### config.mk
export PLATFORM = sky130hd
export DESIGN_NAME = pru_queue
export DESIGN_NICKNAME = d
export VERILOG_FILES = /design/src/rtl/pru_pkg.sv /design/src/rtl/pru_queue.sv
export SDC_FILE = /design/constraint.sdc
export NUM_CORES = 1
export LEC_CHECK = 0
export BUFFER_PORTS_ARGS = -buffer_cell sky130_fd_sc_hd__buf_4
export CAP_MARGIN = 30
export CELL_PAD_IN_SITES_DETAIL_PLACEMENT = 0
export CELL_PAD_IN_SITES_GLOBAL_PLACEMENT = 2
export CORE_MARGIN = 1
export CORE_UTILIZATION = 43
export CTS_CLUSTER_DIAMETER = 60
export CTS_CLUSTER_SIZE = 40
export DETAILED_ROUTE_END_ITERATION = 10
export PLACE_DENSITY = 0.8
export SYNTH_ARGS = -nofsm -noshare
export SYNTH_HDL_FRONTEND = slang
export SYNTH_SLANG_ARGS = --single-unit
### constraint.sdc
create_clock -name clk -period 4.5 [get_ports clk]
set_clock_uncertainty 0.05 [all_clocks]
set_input_delay 0.9 -clock clk [delete_from_list [all_inputs] [get_ports clk]]
set_output_delay 0.9 -clock clk [all_outputs]
set_load 0.02 [all_outputs]
### src/rtl/pru_pkg.sv
// ----------------------------------------------------------------------------
// pru_pkg
// Shared types, field layouts and defaults for the palette RGB565 upscaler.
// ----------------------------------------------------------------------------
package pru_pkg;

  // Default values for the top level parameters.
  localparam int DEF_MAX_WIDTH     = 1024;
  localparam int DEF_MAX_HEIGHT    = 1024;
  localparam int DEF_PALETTE_DEPTH = 256;
  localparam int DEF_MAX_SCALE     = 4;

  // The job queue between the front and the back end.
  localparam int QUEUE_DEPTH = 8;

  // Fixed field widths.
  localparam int ADDR_W      = 24;
  localparam int COLOUR_W    = 16;
  localparam int COORD_W     = 10;
  localparam int SLOT_W      = 8;
  localparam int SCALE_REG_W = 3;
  localparam int WIDTH_REG_W = 11;
  localparam int CFG_DATA_W  = 11;
  localparam int CFG_IDX_W   = 1;

  // Register values after reset, before clamping.
  localparam int SCALE_REG_RST = 1;
  localparam int WIDTH_REG_RST = 1024;

  // Item kind carried on the input tuser.
  typedef enum logic {
    FUNC_PALETTE = 1'b0,
    FUNC_PIXEL   = 1'b1
  } pru_func_t;

  // Configuration register indexes.
  typedef enum logic [CFG_IDX_W-1:0] {
    CFG_SCALE = 1'b0,
    CFG_WIDTH = 1'b1
  } pru_cfg_idx_t;

  // Input beat layout, entry_slot in the lowest bits and pad at the top.
  typedef struct packed {
    logic [1:0]        pad;
    logic [SLOT_W-1:0] transp_slot;
    logic              transp_enable;
    logic [SLOT_W-1:0] fill_slot;
    logic              fill_enable;
    logic [SLOT_W-1:0] pixel_index;
    logic [COORD_W-1:0] src_y;
    logic [COORD_W-1:0] src_x;
    logic [7:0]        blue;
    logic [7:0]        green;
    logic [7:0]        red;
    logic [SLOT_W-1:0] entry_slot;
  } pru_in_t;

  localparam int IN_DATA_W = $bits(pru_in_t);

  // Output beat layout, destination address in the lowest bits.
  typedef struct packed {
    logic [COLOUR_W-1:0] pixel_value;
    logic [ADDR_W-1:0]   dest_addr;
  } pru_out_t;

  localparam int OUT_DATA_W = $bits(pru_out_t);

  // One upscale job: top-left destination address and its colour.
  typedef struct packed {
    logic [ADDR_W-1:0]   base;
    logic [COLOUR_W-1:0] colour;
  } pru_job_t;

  // RGB888 to RGB565, keeping the top bits of each channel.
  function automatic logic [COLOUR_W-1:0] rgb888_to_565(input logic [7:0] r,
                                                       input logic [7:0] g,
                                                       input logic [7:0] b);
    return {r[7:3], g[7:2], b[7:3]};
  endfunction

endpackage

### src/rtl/pru_queue.sv
// ----------------------------------------------------------------------------
// pru_queue
// Short job queue that lets the front and back ends stall independently.
// ----------------------------------------------------------------------------
module pru_queue #(
  parameter int DEPTH = pru_pkg::QUEUE_DEPTH
) (
  input  logic                         clk,
  input  logic                         rst_n,
  input  logic                         push,
  input  pru_pkg::pru_job_t            push_job,
  input  logic                         pop,
  output logic                         head_vld,
  output pru_pkg::pru_job_t            head_job,
  output logic [$clog2(DEPTH+1)-1:0]   count
);
  import pru_pkg::*;

  localparam int AW = (DEPTH > 1) ? $clog2(DEPTH) : 1;
  localparam int CW = $clog2(DEPTH+1);

  pru_job_t       entries [DEPTH];
  logic [AW-1:0]  wr_ptr_r;
  logic [AW-1:0]  rd_ptr_r;
  logic [CW-1:0]  count_r;

  // Storage: written at the tail, read at the head.
  always_ff @(posedge clk) begin
    if (push) begin
      entries[wr_ptr_r] <= push_job;
    end
  end

  // Pointers and fill count.
  always_ff @(posedge clk) begin
    if (!rst_n) begin
      wr_ptr_r <= '0;
      rd_ptr_r <= '0;
      count_r  <= '0;
    end else begin
      if (push) begin
        wr_ptr_r <= (int'(wr_ptr_r) == DEPTH - 1) ? '0 : wr_ptr_r + AW'(1);
      end
      if (pop) begin
        rd_ptr_r <= (int'(rd_ptr_r) == DEPTH - 1) ? '0 : rd_ptr_r + AW'(1);
      end
      if (push && !pop) begin
        count_r <= count_r + CW'(1);
      end else if (pop && !push) begin
        count_r <= count_r - CW'(1);
      end
    end
  end

  assign head_vld = (count_r != '0);
  assign head_job = entries[rd_ptr_r];
  assign count    = count_r;

`ifndef SYNTH
  // The front end only pushes when its credit check saw room.
  a_no_overflow: assert property (@(posedge clk) disable iff (!rst_n)
    push |-> (int'(count_r) < DEPTH) || pop)
    else $error("job queue overflow");

  // The back end only pops a job that is there.
  a_no_underflow: assert property (@(posedge clk) disable iff (!rst_n)
    pop |-> count_r != '0)
    else $error("job queue underflow");
`endif

endmodule

Word-level counts from Yosys, hierarchy flattened:

Memories as Yosys holds them, arrays and structs flattened. A register that Yosys moved wholly into a read port is not among the register bits.
Cells that the tools add are included.

* add/subtract/negate cells: 4
* equal/unequal tests: 2
* multiplexer cells: 8
* reduce and logical (&&, ||, !) cells: 6

Operators with widths (count)
* 3-bit two-way mux: 4
* 4-bit two-way mux: 2
* 3-bit by 1-bit adder with 3-bit output (second input constant): 2
* 3-bit by 1-bit equality test with 1-bit output (second input constant): 2
* 4-bit by 1-bit adder with 4-bit output (second input constant): 1
* 4-bit nonzero test: 1
* 4-bit by 1-bit subtractor with 4-bit output (second input constant): 1
* 1-bit logical AND: 2
* 1-bit zero test: 2
* 1-bit two-way mux: 2
* 2-bit nonzero test: 1

* register bits after elaboration: 10
* RAM bits: 320
* logic and storage cells: 24
* memories: 1

Memories
* entries: depth 8, bits a word 40, rd ports 1, clocked after memory_dff 1, wr ports 1, RTL line pru_queue.sv:22 `pru_job_t entries [DEPTH];`

Logic depth before layout (Yosys ltp):

Gate-level depths: netlist of run 1.

* depth in word-level cells: 4
* gate-level depth with buffers: 8
* gate-level depth less buffers: 8

Least setup slack after synthesis of run 1:

Ideal clock, no wire load.

* kind: input -> register
* start: input push
* end: memory entries[0][0] (netlist bit) (enable)
* setup time: 0.487 ns
* arrival: 3.748 ns
* slack: 0.215 ns
* stages on the path: 2
* cell sequence: nand2b_1 nor3_1

* cells in the longest elaborated chain, start to end: 2

Ends and longest elaborated chain
* start, declared: RTL line pru_queue.sv:10 `input logic push,`
* 1-bit two-way mux: RTL line pru_queue.sv:29 `if (push) begin`
* 1-bit two-way mux (implied by the code): RTL line pru_queue.sv:30 `entries[wr_ptr_r] <= push_job;`
* end, declared: RTL line pru_queue.sv:22

Every way passes these cells.

==> results of run 1 <==
through the flow:
step | worst slack [ns] | instances | hold WS, ns
floorplan | 0.215 | 535 | 0.463
global placement | 1.32 | 1002 | 0.426
detailed placement | 1.29 | 1003 | 0.443
CTS | 0.715 | 1047 | 0.454
global route | 0.673 | 1047 | 0.493
finish | 0.774 | 1048 | 0.454
worst paths after layout:
check        cells after the start       endpoint  slack, ns        start
max reg2reg                      3  entries[4][0]       2.54  wr_ptr_r[0]
min                              2       count[3]       0.45     count[3]
min reg2reg                      2       count[3]       0.45     count[3]
max                              4   head_job[27]       0.77    flip-flop
worst max-delay path, stage by stage (launching register included):
cell and delay, ns:
dfxtp_4 0.78, buf_12 0.37, mux4_1 0.61, mux2_2 0.31
buf_4 0.16
Yosys cell counts, types with 2 or more instances:
cell type	n
a21oi_1	3
and2_1	4
buf_6	9
clkbuf_1	15
dfxtp_1	13
edfxtp_1	320
ha_1	7
inv_1	3
mux2_2	40
mux2i_1	4
mux4_1	80
nand2_1	7
nand2b_1	4
nor2_1	8
nor2b_1	5
nor3_1	3
o21ai_0	2
xnor2_1	2
state kept, by name, summed over array words and instances (netlist names), named ones only:
signal / cells
count: 4
wr_ptr_r: 3
entries: 320
rd_ptr_r: 3
routing by layer:
metal	track usage [%]	vias to the layer above	share of wire, %
met5	0	-	0
met4	3.55	0	1.8
li1	-	2538	-
met2	27.4	108	50
met3	3.25	31	4.4
met1	21.0	2973	44
kinds of logic (layout without fill, tap and decap cells):
family | after synthesis | in the layout | share of synthesized area [%]
adder cells (fa/ha/maj) | 8 | 8 | 0.830
AO/OA/AOI/OAI | 8 | 8 | 0.347
buffers and inverters | 27 | 149 | 1.30
multiplexers | 124 | 124 | 20.0
AND/OR/NAND/NOR | 33 | 33 | 1.27
other | 0 | 1 | 0
XOR/XNOR | 2 | 2 | 0.135
flip-flops | 333 | 333 | 76.1
power breakdown:
part	internal, W	total [W]	leakage, nW	switching (W)
Sequential	0.00346	0.00351	3.02	0.0000436
Combinational	0.000254	0.000517	1.55	0.000263
Clock	0.00121	0.00237	0.436	0.00116
final cells by class:
cell class	instances	area [sq um]
inverter	3	11.3
multi-input combinational	175	2980
antenna	1	2.50
clock buffer	25	626
sequential	333	9880
timing repair buffer	102	798
tap	390	488
clock inverter	19	282
fill	2335	14600
==> out/results.txt, run 1 <==
Syn. warnings: 0
Worst-path clk slew: 0.08 ns
Unrepaired setup endpoints after global routing: false
DR vias: 5650
Most frequent cells in the layout: edfxtp_1 (320), buf_4 (100), mux4_1 (80)
Cts hold-fix bufs: 0
Final TNS setup: 0 ns
Top-area cell type share of the netlist area: 74.1%
DR pass1 iterations: 4
Post-route ant nets: 0
WL/cell: 22.8 um
Crit Path Class: flip-flop to output port
Setup Buffers After CTS: 0
Syn Nets: 587
Port bufs: 88
Worst slew pin tran: 0.840 ns
Register bit count reported by yosys: 333
Commonest non-fill, non-tap cell in the layout: edfxtp_1
Drt total wl: 23900 um
Core Footprint: 0.0296 sq mm
Die ar.: 0.0309 sq mm
Worst EP arrival: 2.78 ns
Leakage: 5.00 nW
Iteration-0 DRC Markers: 532
Final Hold Viols: 0
Final setup vio count: 0
Netlist cell types: 24
Cell row count: 63
Clock sink count: 333
Max Slew Vio Count: 0
Num CTS Buffers: 24
HP Class: flip-flop to flip-flop
Syn_area_per_cell: 24.2 sq um
Synth top area cells: edfxtp_1 (74%), mux4_1 (16%), mux2_2 (3.5%), dfxtp_1 (2.0%), buf_6 (0.78%)
Synth area leader: edfxtp_1
Final worst path period need: 3.73 ns
Overall Power: 0.00640 W
CP Data Required Time: 3.55 ns
Worst setup EP type: output port
DRC errors left: 0
Global Route Usage Sum: 15.9%
Global placement routability congestion: 0.670
Maximum buffer depth of the clock tree: 3
Tcrit/Tclk final: 82.8%
CTS tree: done
Initial Utilization: 43.7%
# resized after CTS: 0
PD cells: 425 mW/mm^2
Synth Instances: 535
Initial antenna violation count: 1
HPWL after DPL: 13300 um
Die Wd: 176 um
Die Y: 176 um
Area grow syn2layout: 16.2%
Placed inst area: 0.0142 sq mm
Peak supply drop: 0.248 mV
Most used DFF post-synth: edfxtp_1
Vias per cell: 5.39
Max Cap Violations: 0
Nets: 691
Ports: 89
Status: completed
Final Util: 50.8%
Synthesized cell area: 0.0130 sq mm
Share of layout cells above drive strength 1: 29.7%
Clk Latency, worst-skew pair: 0.52 ns
Max FO, Critical Path: 44
Seq/Total Area, Yosys: 76.1%
Largest net degree at the start of global routing: 51
Grt total ovfl: 0
H-Tree Level Count: 1
Root Buffer: clkbuf_16
Async S/R FF share, synth: 0%
Vias in the first global route: 6106
Number of synthesized flops with an enable pin: 320
Max Clk Rate: 0.268 GHz
Max-Slew Margin vs Limit: 44.0%
Finished Cell Area: 0.0151 sq mm
CP startpoint kind: flip-flop
First-pass GRT wire length: 36400 um
No activity file was read; power rests on OpenSTA's default activity.
==> run 2, diff against run 1 <==
clock period = 3 ns   (was 4.5 ns; I/O delays follow)
==> run 2 against run 1 <==
Routed wire length increased by 2.2%. Largest power group unchanged. Clock power up 51%. Hold slack worse by 0.22 ns. Critical path type unchanged. Largest cell class unchanged.
==> out/results.txt, run 2 (synthesis results as in run 1) <==
Worst setup EP type: output port (unchanged)
Fillers: 2301 (was 2335)
Uppermost layer routed: met4 (unchanged)
Final Hold Viols: 0 (unchanged)
CP startpoint kind: flip-flop (unchanged)
Ports: 89 (unchanged)
Switching Share: 22.9% (about the same)
Max stage delay cell, worst path: mux4_1 (was dfxtp_4)
Die ar.: 0.0309 sq mm (unchanged)
Largest register FFs: 320 (unchanged)
Tcrit/Tclk final: 97.3%
Met2 wire length: 12400 um (was 11900 um)
Max Slew Vio Count: 0 (unchanged)
Status: completed (unchanged)
Port bufs: 88 (unchanged)
Nets: 704 (was 691)
Worst EP arrival: 2.27 ns (was 2.78 ns)
Global Route Usage Sum: 15.9% (about the same)
Maximum buffer depth of the clock tree: 3 (unchanged)
Post-route ant nets: 0 (unchanged)
DR vias: 5639 (was 5650)
Clk pwr share: 37.1% (about the same)
Die Wd: 176 um (unchanged)
CP Data Required Time: 2.35 ns (was 3.55 ns)
PD cells: 633 mW/mm^2 (was 425 mW/mm^2)
Placed Cells: 1014 (was 1003)
HPWL after DPL: 14000 um (was 13300 um)
Cell breakdown of the critical path: buf_12 > mux4_1 > mux2_2 > buf_4 (unchanged)
Most frequent cells in the layout: edfxtp_1 (320), buf_4 (108), mux4_1 (80) (was edfxtp_1 (320), buf_4 (100), mux4_1 (80))
Final TNS setup: 0 ns (unchanged)
Drt total wl: 24400 um (was 23900 um)
CTS tree: done (unchanged)
Most flops, register: entries (unchanged)
Gate power share: 8.5% (was 8.1%)
Iteration-0 DRC Markers: 496 (was 532)
Core Footprint: 0.0296 sq mm (unchanged)
Final setup vio count: 0 (unchanged)
Num CTS Buffers: 24 (unchanged)
Max-Slew Margin vs Limit: 59.1% (was 44.0%)
Final worst path period need: 2.92 ns
Internal: 0.00742 W (was 0.00493 W)
Vias per cell: 5.32 (was 5.39)
Clk Latency, worst-skew pair: 0.53 ns (was 0.52 ns)
Initial Utilization: 43.7% (unchanged)
Worst path max stage delay: 0.59 ns (was 0.78 ns)
Grt total ovfl: 0 (unchanged)
DR pass1 iterations: 4 (unchanged)
Share of layout cells above drive strength 1: 30.7% (was 29.7%)
Ant. Diodes: 0 (was 1)
Worst-path clk slew: 0.10 ns (was 0.08 ns)
Root Buffer: clkbuf_16 (unchanged)
Max Cap Violations: 0 (unchanged)
Met3 wire len: 1060 um (about the same)
Clock sink count: 333 (unchanged)
Final cell count without fillers: 1060 (was 1048)
Peak supply drop: 0.342 mV (was 0.248 mV)
Cts hold-fix bufs: 0 (unchanged)
Max Clk Rate: 0.343 GHz
Register share of total power: 54.5% (was 54.8%)
Largest net degree at the start of global routing: 33 (was 51)
WL/cell: 23.1 um (was 22.8 um)
Global placement routability congestion: 0.670 (about the same)
Leakage: 5.07 nW (was 5.00 nW)
Crit Path Class: flip-flop to output port (unchanged)
Psw: 0.00221 W (was 0.00147 W)
HP Class: input pin to flip-flop (was flip-flop to flip-flop)
Vias in the first global route: 5765 (was 6106)
First-pass GRT wire length: 35900 um (was 36400 um)
Worst slew pin tran: 0.613 ns (was 0.840 ns)
Max FO, Critical Path: 29 (was 44)
Unrepaired setup endpoints after global routing: false (unchanged)
Die Y: 176 um (unchanged)
H-Tree Level Count: 1 (unchanged)
Initial antenna violation count: 0 (was 1)
Cell row count: 63 (unchanged)
Area grow syn2layout: 17.3% (was 16.2%)
DRC errors left: 0 (unchanged)
WL met1: 10600 um (was 10500 um)
Commonest non-fill, non-tap cell in the layout: edfxtp_1 (unchanged)
[run 2: final timing paths]
kind / from / endpoint / slack (ns) / depth (start not counted)
worst max-delay path: flip-flop / head_job[13] / 0.08 / 4
worst min-delay path: push_job[4] / entries[1][4] / 0.23 / 1
worst max register to register: wr_ptr_r[2] / entries[4][16] / 1.12 / 3
worst min register to register: count[3] / count[3] / 0.46 / 2
[run 2: critical path: cells and delay by family, from the launching register on]
family | cells | cell delay (ns)
mux | 2 | 0.88
flops | 1 | 0.44
buf+inv | 2 | 0.39
[run 2: layout make-up]
cell class	instances	area [sq um]	share of cell area, %
sequential	333	9880	64.9
multi-input combinational	175	3000	19.7
timing repair buffer	115	950	6.24
tap	390	488	3.21
inverter	3	11.3	0.0740
clock inverter	19	267	1.75
clock buffer	25	626	4.11
[run 2: power by group through the flow]
stage	registers (W)	clock network [W]	logic, W
global placement	0.00535	0	0.000789
detailed placement	0.00536	0	0.000807
floorplan	0.00534	0	0.000479
finish	0.00524	0.00357	0.000815
global route	0.00525	0.00382	0.000875
CTS	0.00525	0.00366	0.000817
[run 2: per-stage QoR]
stage / utilization (%) / hold slack, ns / power, W / area (sq um) / worst slack [ns]
CTS: 51.2 / 0.209 / 0.00973 / 15200 / 0.0262
global placement: 48.2 / 0.422 / 0.00614 / 14300 / 0.475
detailed placement: 48.2 / 0.446 / 0.00617 / 14300 / 0.451
floorplan: - / 0.463 / 0.00582 / 13000 / 0.102
finish: 51.3 / 0.230 / 0.00962 / 15200 / 0.0813
global route: 51.3 / 0.216 / 0.00994 / 15200 / 0.0104
[run 2: layer usage]
layer | up-vias | track usage [%]
met5 | - | 0
met4 | 0 | 3.77
met3 | 30 | 2.62
met2 | 106 | 27.3
met1 | 2942 | 21.4
li1 | 2561 | -
[run 2: repair_timing]
action | in CTS | in global routing
buffers inserted | 1 | 1
gates resized for setup | 0 | 1
endpoints found under the hold margin | 0 | 0
endpoints found under the setup margin | 33 | 2
