[config.mk]
export PLATFORM = sky130hd
export DESIGN_NAME = pru_back
export DESIGN_NICKNAME = d
export VERILOG_FILES = /design/src/rtl/pru_pkg.sv /design/src/rtl/pru_back.sv
export SDC_FILE = /design/constraint.sdc
export NUM_CORES = 1
export LEC_CHECK = 0
export ABC_AREA = 0
export ABC_CLOCK_PERIOD_IN_PS = 2400
export BUFFER_PORTS_ARGS = -buffer_cell sky130_fd_sc_hd__buf_2
export CAP_MARGIN = 20
export CORE_UTILIZATION = 30
export CTS_BUF_LIST = sky130_fd_sc_hd__clkbuf_4
export DETAILED_ROUTE_END_ITERATION = 8
export PLACE_DENSITY = 0.49
export SLEW_MARGIN = 20
export SYNTH_ARGS = -nofsm -noshare
export SYNTH_HDL_FRONTEND = slang
export SYNTH_SLANG_ARGS = --single-unit
[constraint.sdc]
create_clock -name clk -period 2.4 [get_ports clk]
set_input_delay 0.48 -clock clk [delete_from_list [all_inputs] [get_ports clk]]
set_output_delay 0.48 -clock clk [all_outputs]
set_load 0.1 [all_outputs]
[src/rtl/pru_pkg.sv]
// ----------------------------------------------------------------------------
// pru_pkg
// Shared types, field layouts and defaults for the palette RGB565 upscaler.
// ----------------------------------------------------------------------------
package pru_pkg;

  // Default values for the top level parameters.
  localparam int DEF_MAX_WIDTH     = 1024;
  localparam int DEF_MAX_HEIGHT    = 1024;
  localparam int DEF_PALETTE_DEPTH = 256;
  localparam int DEF_MAX_SCALE     = 4;

  // The job queue between the front and the back end.
  localparam int QUEUE_DEPTH = 8;

  // Fixed field widths.
  localparam int ADDR_W      = 24;
  localparam int COLOUR_W    = 16;
  localparam int COORD_W     = 10;
  localparam int SLOT_W      = 8;
  localparam int SCALE_REG_W = 3;
  localparam int WIDTH_REG_W = 11;
  localparam int CFG_DATA_W  = 11;
  localparam int CFG_IDX_W   = 1;

  // Register values after reset, before clamping.
  localparam int SCALE_REG_RST = 1;
  localparam int WIDTH_REG_RST = 1024;

  // Item kind carried on the input tuser.
  typedef enum logic {
    FUNC_PALETTE = 1'b0,
    FUNC_PIXEL   = 1'b1
  } pru_func_t;

  // Configuration register indexes.
  typedef enum logic [CFG_IDX_W-1:0] {
    CFG_SCALE = 1'b0,
    CFG_WIDTH = 1'b1
  } pru_cfg_idx_t;

  // Input beat layout, entry_slot in the lowest bits and pad at the top.
  typedef struct packed {
    logic [1:0]        pad;
    logic [SLOT_W-1:0] transp_slot;
    logic              transp_enable;
    logic [SLOT_W-1:0] fill_slot;
    logic              fill_enable;
    logic [SLOT_W-1:0] pixel_index;
    logic [COORD_W-1:0] src_y;
    logic [COORD_W-1:0] src_x;
    logic [7:0]        blue;
    logic [7:0]        green;
    logic [7:0]        red;
    logic [SLOT_W-1:0] entry_slot;
  } pru_in_t;

  localparam int IN_DATA_W = $bits(pru_in_t);

  // Output beat layout, destination address in the lowest bits.
  typedef struct packed {
    logic [COLOUR_W-1:0] pixel_value;
    logic [ADDR_W-1:0]   dest_addr;
  } pru_out_t;

  localparam int OUT_DATA_W = $bits(pru_out_t);

  // One upscale job: top-left destination address and its colour.
  typedef struct packed {
    logic [ADDR_W-1:0]   base;
    logic [COLOUR_W-1:0] colour;
  } pru_job_t;

  // RGB888 to RGB565, keeping the top bits of each channel.
  function automatic logic [COLOUR_W-1:0] rgb888_to_565(input logic [7:0] r,
                                                       input logic [7:0] g,
                                                       input logic [7:0] b);
    return {r[7:3], g[7:2], b[7:3]};
  endfunction

endpackage

[src/rtl/pru_back.sv]
// ----------------------------------------------------------------------------
// pru_back
// Walks each upscaled block row by row and sends one destination write per
// cycle through an output register while the output is not stalled.
// ----------------------------------------------------------------------------
module pru_back #(
  parameter int MAX_WIDTH = pru_pkg::DEF_MAX_WIDTH,
  parameter int MAX_SCALE = pru_pkg::DEF_MAX_SCALE
) (
  input  logic                                              clk,
  input  logic                                              rst_n,
  input  logic                                              q_vld,
  input  pru_pkg::pru_job_t                                 q_job,
  output logic                                              q_pop,
  input  logic [$clog2(MAX_SCALE+1)-1:0]                    scale_eff,
  input  logic [$clog2(MAX_WIDTH+1)+$clog2(MAX_SCALE+1)-1:0] ow,
  output logic                                              out_tvalid,
  input  logic                                              out_tready,
  output logic [pru_pkg::OUT_DATA_W-1:0]                    out_tdata,
  output logic                                              out_tlast
);
  import pru_pkg::*;

  localparam int SW = $clog2(MAX_SCALE+1);

  logic                busy_r;
  logic [ADDR_W-1:0]   row_r;
  logic [SW-1:0]       dx_r;
  logic [SW-1:0]       dy_r;
  logic [COLOUR_W-1:0] colour_r;

  logic                out_vld_r;
  pru_out_t            out_data_r;
  logic                out_last_r;

  logic                load_ok;
  logic                emit;
  logic                row_end;
  logic                blk_end;

  // While busy, a beat is made whenever the output register is free or draining.
  assign load_ok = !out_vld_r || out_tready;
  assign emit    = busy_r && load_ok;
  assign row_end = (dx_r == scale_eff - SW'(1));
  assign blk_end = row_end && (dy_r == scale_eff - SW'(1));
  assign q_pop   = q_vld && (!busy_r || (emit && blk_end));

  // Block walker: column counter inside, row counter outside.
  always_ff @(posedge clk) begin
    if (!rst_n) begin
      busy_r <= 1'b0;
    end else if (q_pop) begin
      busy_r <= 1'b1;
    end else if (emit && blk_end) begin
      busy_r <= 1'b0;
    end
  end

  always_ff @(posedge clk) begin
    if (q_pop) begin
      row_r    <= q_job.base;
      colour_r <= q_job.colour;
      dx_r     <= '0;
      dy_r     <= '0;
    end else if (emit) begin
      if (row_end) begin
        dx_r  <= '0;
        dy_r  <= dy_r + SW'(1);
        row_r <= row_r + ADDR_W'(ow);
      end else begin
        dx_r <= dx_r + SW'(1);
      end
    end
  end

  // Output register.
  always_ff @(posedge clk) begin
    if (!rst_n) begin
      out_vld_r <= 1'b0;
    end else if (emit) begin
      out_vld_r <= 1'b1;
    end else if (out_tready) begin
      out_vld_r <= 1'b0;
    end
  end

  always_ff @(posedge clk) begin
    if (emit) begin
      out_data_r.dest_addr   <= row_r + ADDR_W'(dx_r);
      out_data_r.pixel_value <= colour_r;
      out_last_r             <= blk_end;
    end
  end

  assign out_tvalid = out_vld_r;
  assign out_tdata  = out_data_r;
  assign out_tlast  = out_last_r;

`ifndef SYNTH
  // The walk counters stay inside the block while a job is active.
  a_cnt_bound: assert property (@(posedge clk) disable iff (!rst_n)
    busy_r |-> (dx_r < scale_eff) && (dy_r < scale_eff))
    else $error("block walk counter out of range");

  // Finishing a block with nothing queued leaves the walker idle.
  a_idle_after_last: assert property (@(posedge clk) disable iff (!rst_n)
    (emit && blk_end && !q_vld) |=> !busy_r)
    else $error("walker stayed busy after its last beat");
`endif

endmodule

; ---- Word-level counts from Yosys, hierarchy flattened
; Index checks and enable logic that the tools add are counted.
[classes]
n_addsub = 5
mul = 0
div = 0
n_lt_le_gt_ge = 0
n_eq_ne = 2
n_shift = 0
muxes = 8
n_bitwise = 0
reduce_logical = 14
[op_table]
columns = cell, count
row1 = $mux W24, 3
row2 = $add A24 B14 Y24, 1
row3 = $add A24 B3 Y24, 1
row4 = $reduce_bool A2 Y1, 4
row5 = $add A3 B1 Y3 const B, 2
row6 = $eq A3 B3 Y1, 2
row7 = $logic_and A1 B1 Y1, 4
row8 = $mux W1, 4
row9 = $reduce_and A2 Y1, 2
row10 = $mux W3, 1
row11 = $sub A3 B1 Y3 const B, 1
row12 = $logic_not A1 Y1, 2
row13 = $logic_or A1 B1 Y1, 2
[word_totals]
register_bits = 89
latch_bits = 0
ram_bits = 0
rom_bits = 0
output_inout_bits = 43
wordCells = 38
n_memories = 0

; ---- Depth between registers and ports, before layout
; Gate-level depths: netlist of run 1.
[logic_depth]
word_depth = 8
depth_mapped = 11

; ---- Worst setup path after synthesis of run 1
; OpenSTA, ideal clock, no wires.
[synth_timing]
path_type = input port to output port
start = input port scale_eff[0]
end = output port q_pop
t_arrival_ns = 2.042
required_time_ns = 1.920
setup_slack_ns = -0.122
path_stages = 8
n_path_buf = 2
path_cell_list = inv_1 > ha_1 > xor2_1 > or3_1 > a21oi_2 > a31o_2 > buf_6 > buf_4
[synth_via]
elab_chain_len = 6
word_cells_on_any_way = 7
cone_classes = 1 x add/sub / 2 x eq/ne / 4 x reduce/logical
[synth_lines]
columns = element, line
row1 = "start, declared", pru_back.sv:15  ; input logic [$clog2(MAX_SCALE+1)-1:0] scale_eff,
row2 = $sub A3 B1 Y3 *, "pru_back.sv:44, pru_back.sv:45"
row3 = "$eq A3 B3 Y1, on equally long branches", "pru_back.sv:44, pru_back.sv:45"
row4 = $logic_and A1 B1 Y1 *, pru_back.sv:45  ; assign blk_end = row_end && (dy_r == scale_eff - SW'(1));
row5 = named net blk_end, pru_back.sv:39  ; logic blk_end;
row6 = $logic_and A1 B1 Y1 *, pru_back.sv:46  ; assign q_pop = q_vld && (!busy_r || (emit && blk_end));
row7 = $logic_or A1 B1 Y1 *, pru_back.sv:46
row8 = $logic_and A1 B1 Y1 *, pru_back.sv:46
row9 = "end, declared", pru_back.sv:14  ; output logic q_pop,
; Mark *: on every way through the listed nets, which the timed path passes. The rest lies on a longest branch.

; ---- Worst setup path after layout of run 1
; Ends and elaborated chain as after synthesis.

==> results of run 1 <==
-- routing by layer --
layer,routed length [um],GRT usage (%)
met2,4840,21.5
met4,244,7.91
met1,4550,17.3
met3,407,2.44
met5,0,0
-- kinds of logic after synthesis --
group / synth area share, %
AND/OR/NAND/NOR: 11.8
flip-flops: 58.5
AO/OA/AOI/OAI: 10.1
XOR/XNOR: 9.49
adder cells (fa/ha/maj): 6.56
buffers and inverters: 2.32
multiplexers: 1.21
-- per-stage QoR --
| stage | cell area, um^2 | instances | utilization [%] | total power [mW] | setup TNS, ns |
|---|---|---|---|---|---|
| after floorplan | 4430 | 369 | - | 3.22 | -0.0221 |
| after global placement | 5480 | 688 | 37.9 | 3.66 | -3.76 |
| after detailed placement | 5480 | 688 | 37.9 | 3.68 | -4.76 |
| after CTS | 5700 | 712 | 39.3 | 4.54 | 0 |
| after global routing | 5820 | 720 | 40.2 | 4.80 | -0.138 |
| final | 5820 | 720 | 40.2 | 4.56 | 0 |
-- registers in the layout, indices dropped and copies added (netlist names) --
signal / count
colour_r: 16
dy_r: 3
row_r: 24
out_tdata: 40
dx_r: 3
busy_r: 1
out_tvalid: 1
out_tlast: 1
-- report_power, final --
group / internal [mW] / switching [mW] / total (mW) / leakage, nW
Combinational: 0.622 / 1.06 / 1.68 / 1.43
Clock: 0.233 / 0.586 / 0.819 / 0.0732
Sequential: 1.94 / 0.114 / 2.05 / 0.841
-- timing repair --
item,CTS,global route
setup buffers,9,6
setup endpoints to repair,2,13
pin swaps,3,7
gates cloned,0,0
resized for setup,6,17
-- path summary, 6_finish.rpt --
check	cells past startpoint	end	startpoint
max reg2reg	10	row_r[12]	row_r[0]
max	8	q_pop	scale_eff[0]
min reg2reg	0	out_tdata[34]	colour_r[10]
min	1	colour_r[7]	q_job[7]
-- final cells by class --
class                           instances  area (um^2)  area share [%]
Multi-Input combinational cell        260         1830            31.5
Tap cell                              184          230            3.96
Clock inverter                          7         60.1            1.03
Sequential cell                        89         2600            44.6
Inverter                               13         48.8           0.839
Antenna cell                            2         5.00          0.0861
Clock buffer                            9         67.6            1.16
Timing Repair Buffer                  156          978            16.8
-- cell usage in the layout, fill, tap and decap left out, types with 3 or more instances in the layout --
cell type / n
buf_2: 102
edfxtp_1: 81
buf_4: 49
nand2_1: 43
xnor2_1: 27
nor2_1: 23
o21ai_0: 22
xor2_1: 21
ha_1: 18
a21oi_1: 16
nand3_1: 11
inv_1: 11
clkbuf_4: 9
o21ai_1: 8
nand4_1: 7
nand2b_1: 5
a21oi_2: 5
dfxtp_1: 5
buf_12: 5
nor2b_1: 3
o21a_1: 3
o31a_1: 3
a31oi_1: 3
inv_6: 3
dfxtp_2: 3
==> reports/results.ini, run 1 <==
[setup_path]
critPathBufInv=3
end_kind=primary output
path_cells=buf_2 -> inv_1 -> ha_1 -> xor2_1 -> or3_1 -> a21oi_2 -> a31o_4 -> buf_12
cp-start-kind=input pin
critPathKind=in2out
r2r_slack_ns=0.06
crit_fanout=3
cpLargestDelayFamily=compound AO/OA/AOI/OAI gates
worstPathRequired_ns=1.92
max_stage_delay_ns=0.32
slowest_stage=or3_1
cp.arrival_ns=1.86

[yosys]
synth_area_leaders=edfxtp_1 (55%), ha_1 (5.7%), xnor2_1 (5.3%)
ys_top_cells_by_count=edfxtp_1 (81), nand2_1 (43), xnor2_1 (27)
synth_warnings=0
postSynthAreaPerCell_um2=12.0
yosysMostFrequentCell=edfxtp_1
synth_top_area_share_pct=54.9
synthFlopType=edfxtp_1
synth_edf_count=81
ys_seq_area_share_pct=58.5
synth-async-reset-ratio_pct=0
synth_area_leader_cell=edfxtp_1
syn-instance-count=369
syn_nets=452
synth_area_mm2=0.00443
synth.distinct_cells=47
synth_seq_cells=89

[layout]
layout.nets=612
area_growth_pct=31.3
drive_above_1_share_pct=37.5
nFillCells=1425

[timing]
final_max_slew_viol_count=0
setup_viol=0
hold_violations=0
finClkSkew_ns=0.0150
rsz0062_at_grt=true
whs_ns=0.170
finalCritPeriodShare_pct=97.5
worst_pin_slew_ns=0.510
fin_ws_ns=0.0603
slew_headroom_pct=66.2
fin_crit_ns=2.34
max_clock_freq_mhz=427

[clock_tree]
path_clk_slew_ns=0.15
clkLatencyLatePin_ns=0.47
htreeDepth=3
cts_tree=yes
cts_made_buffers=9
cts_root_buf=clkbuf_4
cts_sinks=89
cts_buffer_depth=2
hold_buffers=0

[floorplanning]
fp.dieW_um=123
ios=104
dieArea_mm2=0.0152
coreArea_mm2=0.0145
num_rows=44
die_h_um=123
initial_core_util_pct=30.6

[detailed_routing]
vias_per_cell=4.57
antenna_left=0
drc=0
wirelength_um=10000
wl_per_cell_um=13.9
drt_iter0_markers=185
first_pass_iters=4
vias=3291

[flow_run]
drv_cap=0

[global_routing]
first_global_vias=3119
grt_usage_pct=13.6
grt_max_degree=33
overflow=0
grt_first_pass_wirelength_um=15400
antenna_found_initial=2

[power]
ir_worst_vdd_mv=0.261
p_per_area_mw_per_mm2=784
p_leak_nw=2.35

[run_status]
status=complete, no violations

[placement]
pre_cts_ws_ns=-0.190
place_congestion=0.802
io_buffers=103
dp_hpwl_um=7560

[worst_hold_path]
hold_path.class=in2reg

Power figures use the tool's default switching activity.
==> run 2: changes to the inputs <==
--- a/config.mk
+++ b/config.mk
@@ -9,11 +9,11 @@
 export ABC_CLOCK_PERIOD_IN_PS = 2400
 export BUFFER_PORTS_ARGS = -buffer_cell sky130_fd_sc_hd__buf_2
 export CAP_MARGIN = 20
-export CORE_UTILIZATION = 30
+export CORE_UTILIZATION = 50
 export CTS_BUF_LIST = sky130_fd_sc_hd__clkbuf_4
 export DETAILED_ROUTE_END_ITERATION = 8
-export PLACE_DENSITY = 0.49
-export SLEW_MARGIN = 20
+export PLACE_DENSITY = 0.76
+export SLEW_MARGIN = 25
 export SYNTH_ARGS = -nofsm -noshare
 export SYNTH_HDL_FRONTEND = slang
 export SYNTH_SLANG_ARGS = --single-unit
==> run 2 against run 1 <==
Effect of this change: the flow now finishes with violations (setup timing); clock power increased by 2%; register-to-register slack improved by 0.02 ns; critical endpoint unchanged; worst hold slack improved by 0.023 ns.
==> reports/results.ini, run 2 (synthesis results as in run 1) <==
[clock_tree]
cts_made_buffers=9
cts_root_buf=clkbuf_4
cts_tree=yes
cts_sinks=89
htreeDepth=3
cts_buffer_depth=2
clkLatencyLatePin_ns=0.44
hold_buffers=0
path_clk_slew_ns=0.17

[placement]
dp_hpwl_um=7300
io_buffers=103
place_congestion=0.876

[power]
combinationalPowerShare_pct=36.0
ir_worst_vdd_mv=0.369
internal_power_mw=2.77
p_per_area_mw_per_mm2=804
swShare_pct=39.1
p_leak_nw=2.30
p_clk_share_pct=18.4
power.switching_mw=1.78
seq_power_share_pct=45.6
totalPowerFinal_mw=4.55

[timing]
final_max_slew_viol_count=0
worst_pin_slew_ns=0.510
setup_viol=1
finClkSkew_ns=0.0141
hold_violations=0
finalCritPeriodShare_pct=102
max_clock_freq_mhz=408
rsz0062_at_grt=true
fin_crit_ns=2.45
fin_ws_ns=-0.0503
whs_ns=0.193
slew_headroom_pct=66.3

[setup_path]
critPathKind=in2out
cp.arrival_ns=1.97
r2r_slack_ns=0.08
slowest_stage=or3_1
crit_fanout=3
r2r-end=row_r[12]
worstPathRequired_ns=1.92
r2r-start=row_r[0]
max_stage_delay_ns=0.41
rr_worst_depth=10
cp-start-kind=input pin
end_kind=primary output
path_cells=buf_2 -> inv_1 -> ha_2 -> xor2_2 -> or3_1 -> a21oi_2 -> a31o_4 -> buf_12

[layout]
final_common_cell=buf_2
area_growth_pct=27.7
mostFrequentLayoutCells=buf_2 (102), edfxtp_1 (81), nand2_1 (43), buf_4 (43), xnor2_1 (26)
largest_reg_flops=40
register_area_mm2=0.00259
drive_above_1_share_pct=36.1
multi_input_area_mm2=0.00184
layout.nets=604
nFillCells=661
fin_util_pct=67.5

[worst_hold_path]
worstHoldPathCells=1
hold_path.class=in2reg
hp-start=q_job[1]
hold_end=colour_r[1]

[floorplanning]
fp.dieW_um=96.1
coreArea_mm2=0.00838
dieArea_mm2=0.00924
initial_core_util_pct=52.8
ios=104
num_rows=33
die_h_um=96.1

[flow_run]
drv_cap=0

[run_status]
violations=setup timing
status=complete, but fails checks

[global_routing]
grt_first_pass_wirelength_um=14700
antenna_found_initial=1
first_global_vias=3167
grt_usage_pct=21.6
grt_max_degree=27
overflow=0

[detailed_routing]
drc=0
first_pass_iters=4
vias=3351
wl_per_cell_um=15.6
drt_iter0_markers=174
wirelength_um=9860
antenna_left=0
vias_per_cell=5.30

run 2: cell type report:
cell class / instances / area share [%]
Timing Repair Buffer: 148 / 15.8
Clock buffer: 9 / 1.19
Antenna cell: 1 / 0.0442
Sequential cell: 89 / 45.9
Multi-Input combinational cell: 260 / 32.5
Inverter: 13 / 0.863
Tap cell: 105 / 2.32
Clock inverter: 7 / 1.35
run 2: worst max-delay path, delay by kind of cell:
| family | cells | cell delay (ns) |
|---|---|---|
| compound gates | 2 | 0.44 |
| simple gates | 1 | 0.41 |
| buf+inv | 3 | 0.30 |
| fa+ha+maj | 1 | 0.18 |
| xor+xnor | 1 | 0.16 |
run 2: per-stage QoR:
stage / setup WS [ns] / instance area (um^2) / instances / setup TNS, ns
5_1_grt: -0.0810 / 5660 / 632 / -0.184
3_5_place_dp: -0.195 / 5310 / 603 / -2.22
2_1_floorplan: -0.0221 / 4430 / 369 / -0.0221
4_1_cts: 0.00772 / 5520 / 625 / 0
6_report: -0.0503 / 5660 / 632 / -0.0503
3_3_place_gp: -0.131 / 5310 / 603 / -1.67
run 2: power groups by stage:
stage               Sequential [mW]  Clock [mW]  Combinational, mW
detailed placement             2.10           0               1.53
finish                         2.07       0.837               1.64
global placement               2.09           0               1.49
CTS                            2.07       0.850               1.55
floorplan                      2.53           0              0.686
global route                   2.10       0.908               1.76
run 2: repair_timing:
action | CTS | global route
setup endpoints to repair | 2 | 12
buffers inserted | 6 | 7
gates resized for setup | 2 | 20
pin swaps | 3 | 7
run 2: layer usage:
metal  wire length, um  GRT usage (%)  vias up
li1                  -              -     1638
met1              3960           25.7     1593
met2              5260           38.9      107
met3               497           4.27       13
met4               144           6.84        0
met5                 0              0        -
run 2: worst max-delay path by stage:
stage                      start        end  slack [ns]  cells past startpoint
finish              scale_eff[0]      q_pop       -0.05                      8
global placement           ow[0]  row_r[12]       -0.13                     11
detailed placement         ow[0]  row_r[12]       -0.19                     11
floorplan           scale_eff[0]      q_pop       -0.02                      8
CTS                     row_r[0]  row_r[12]       0.008                     10
global route        scale_eff[0]      q_pop       -0.08                      8
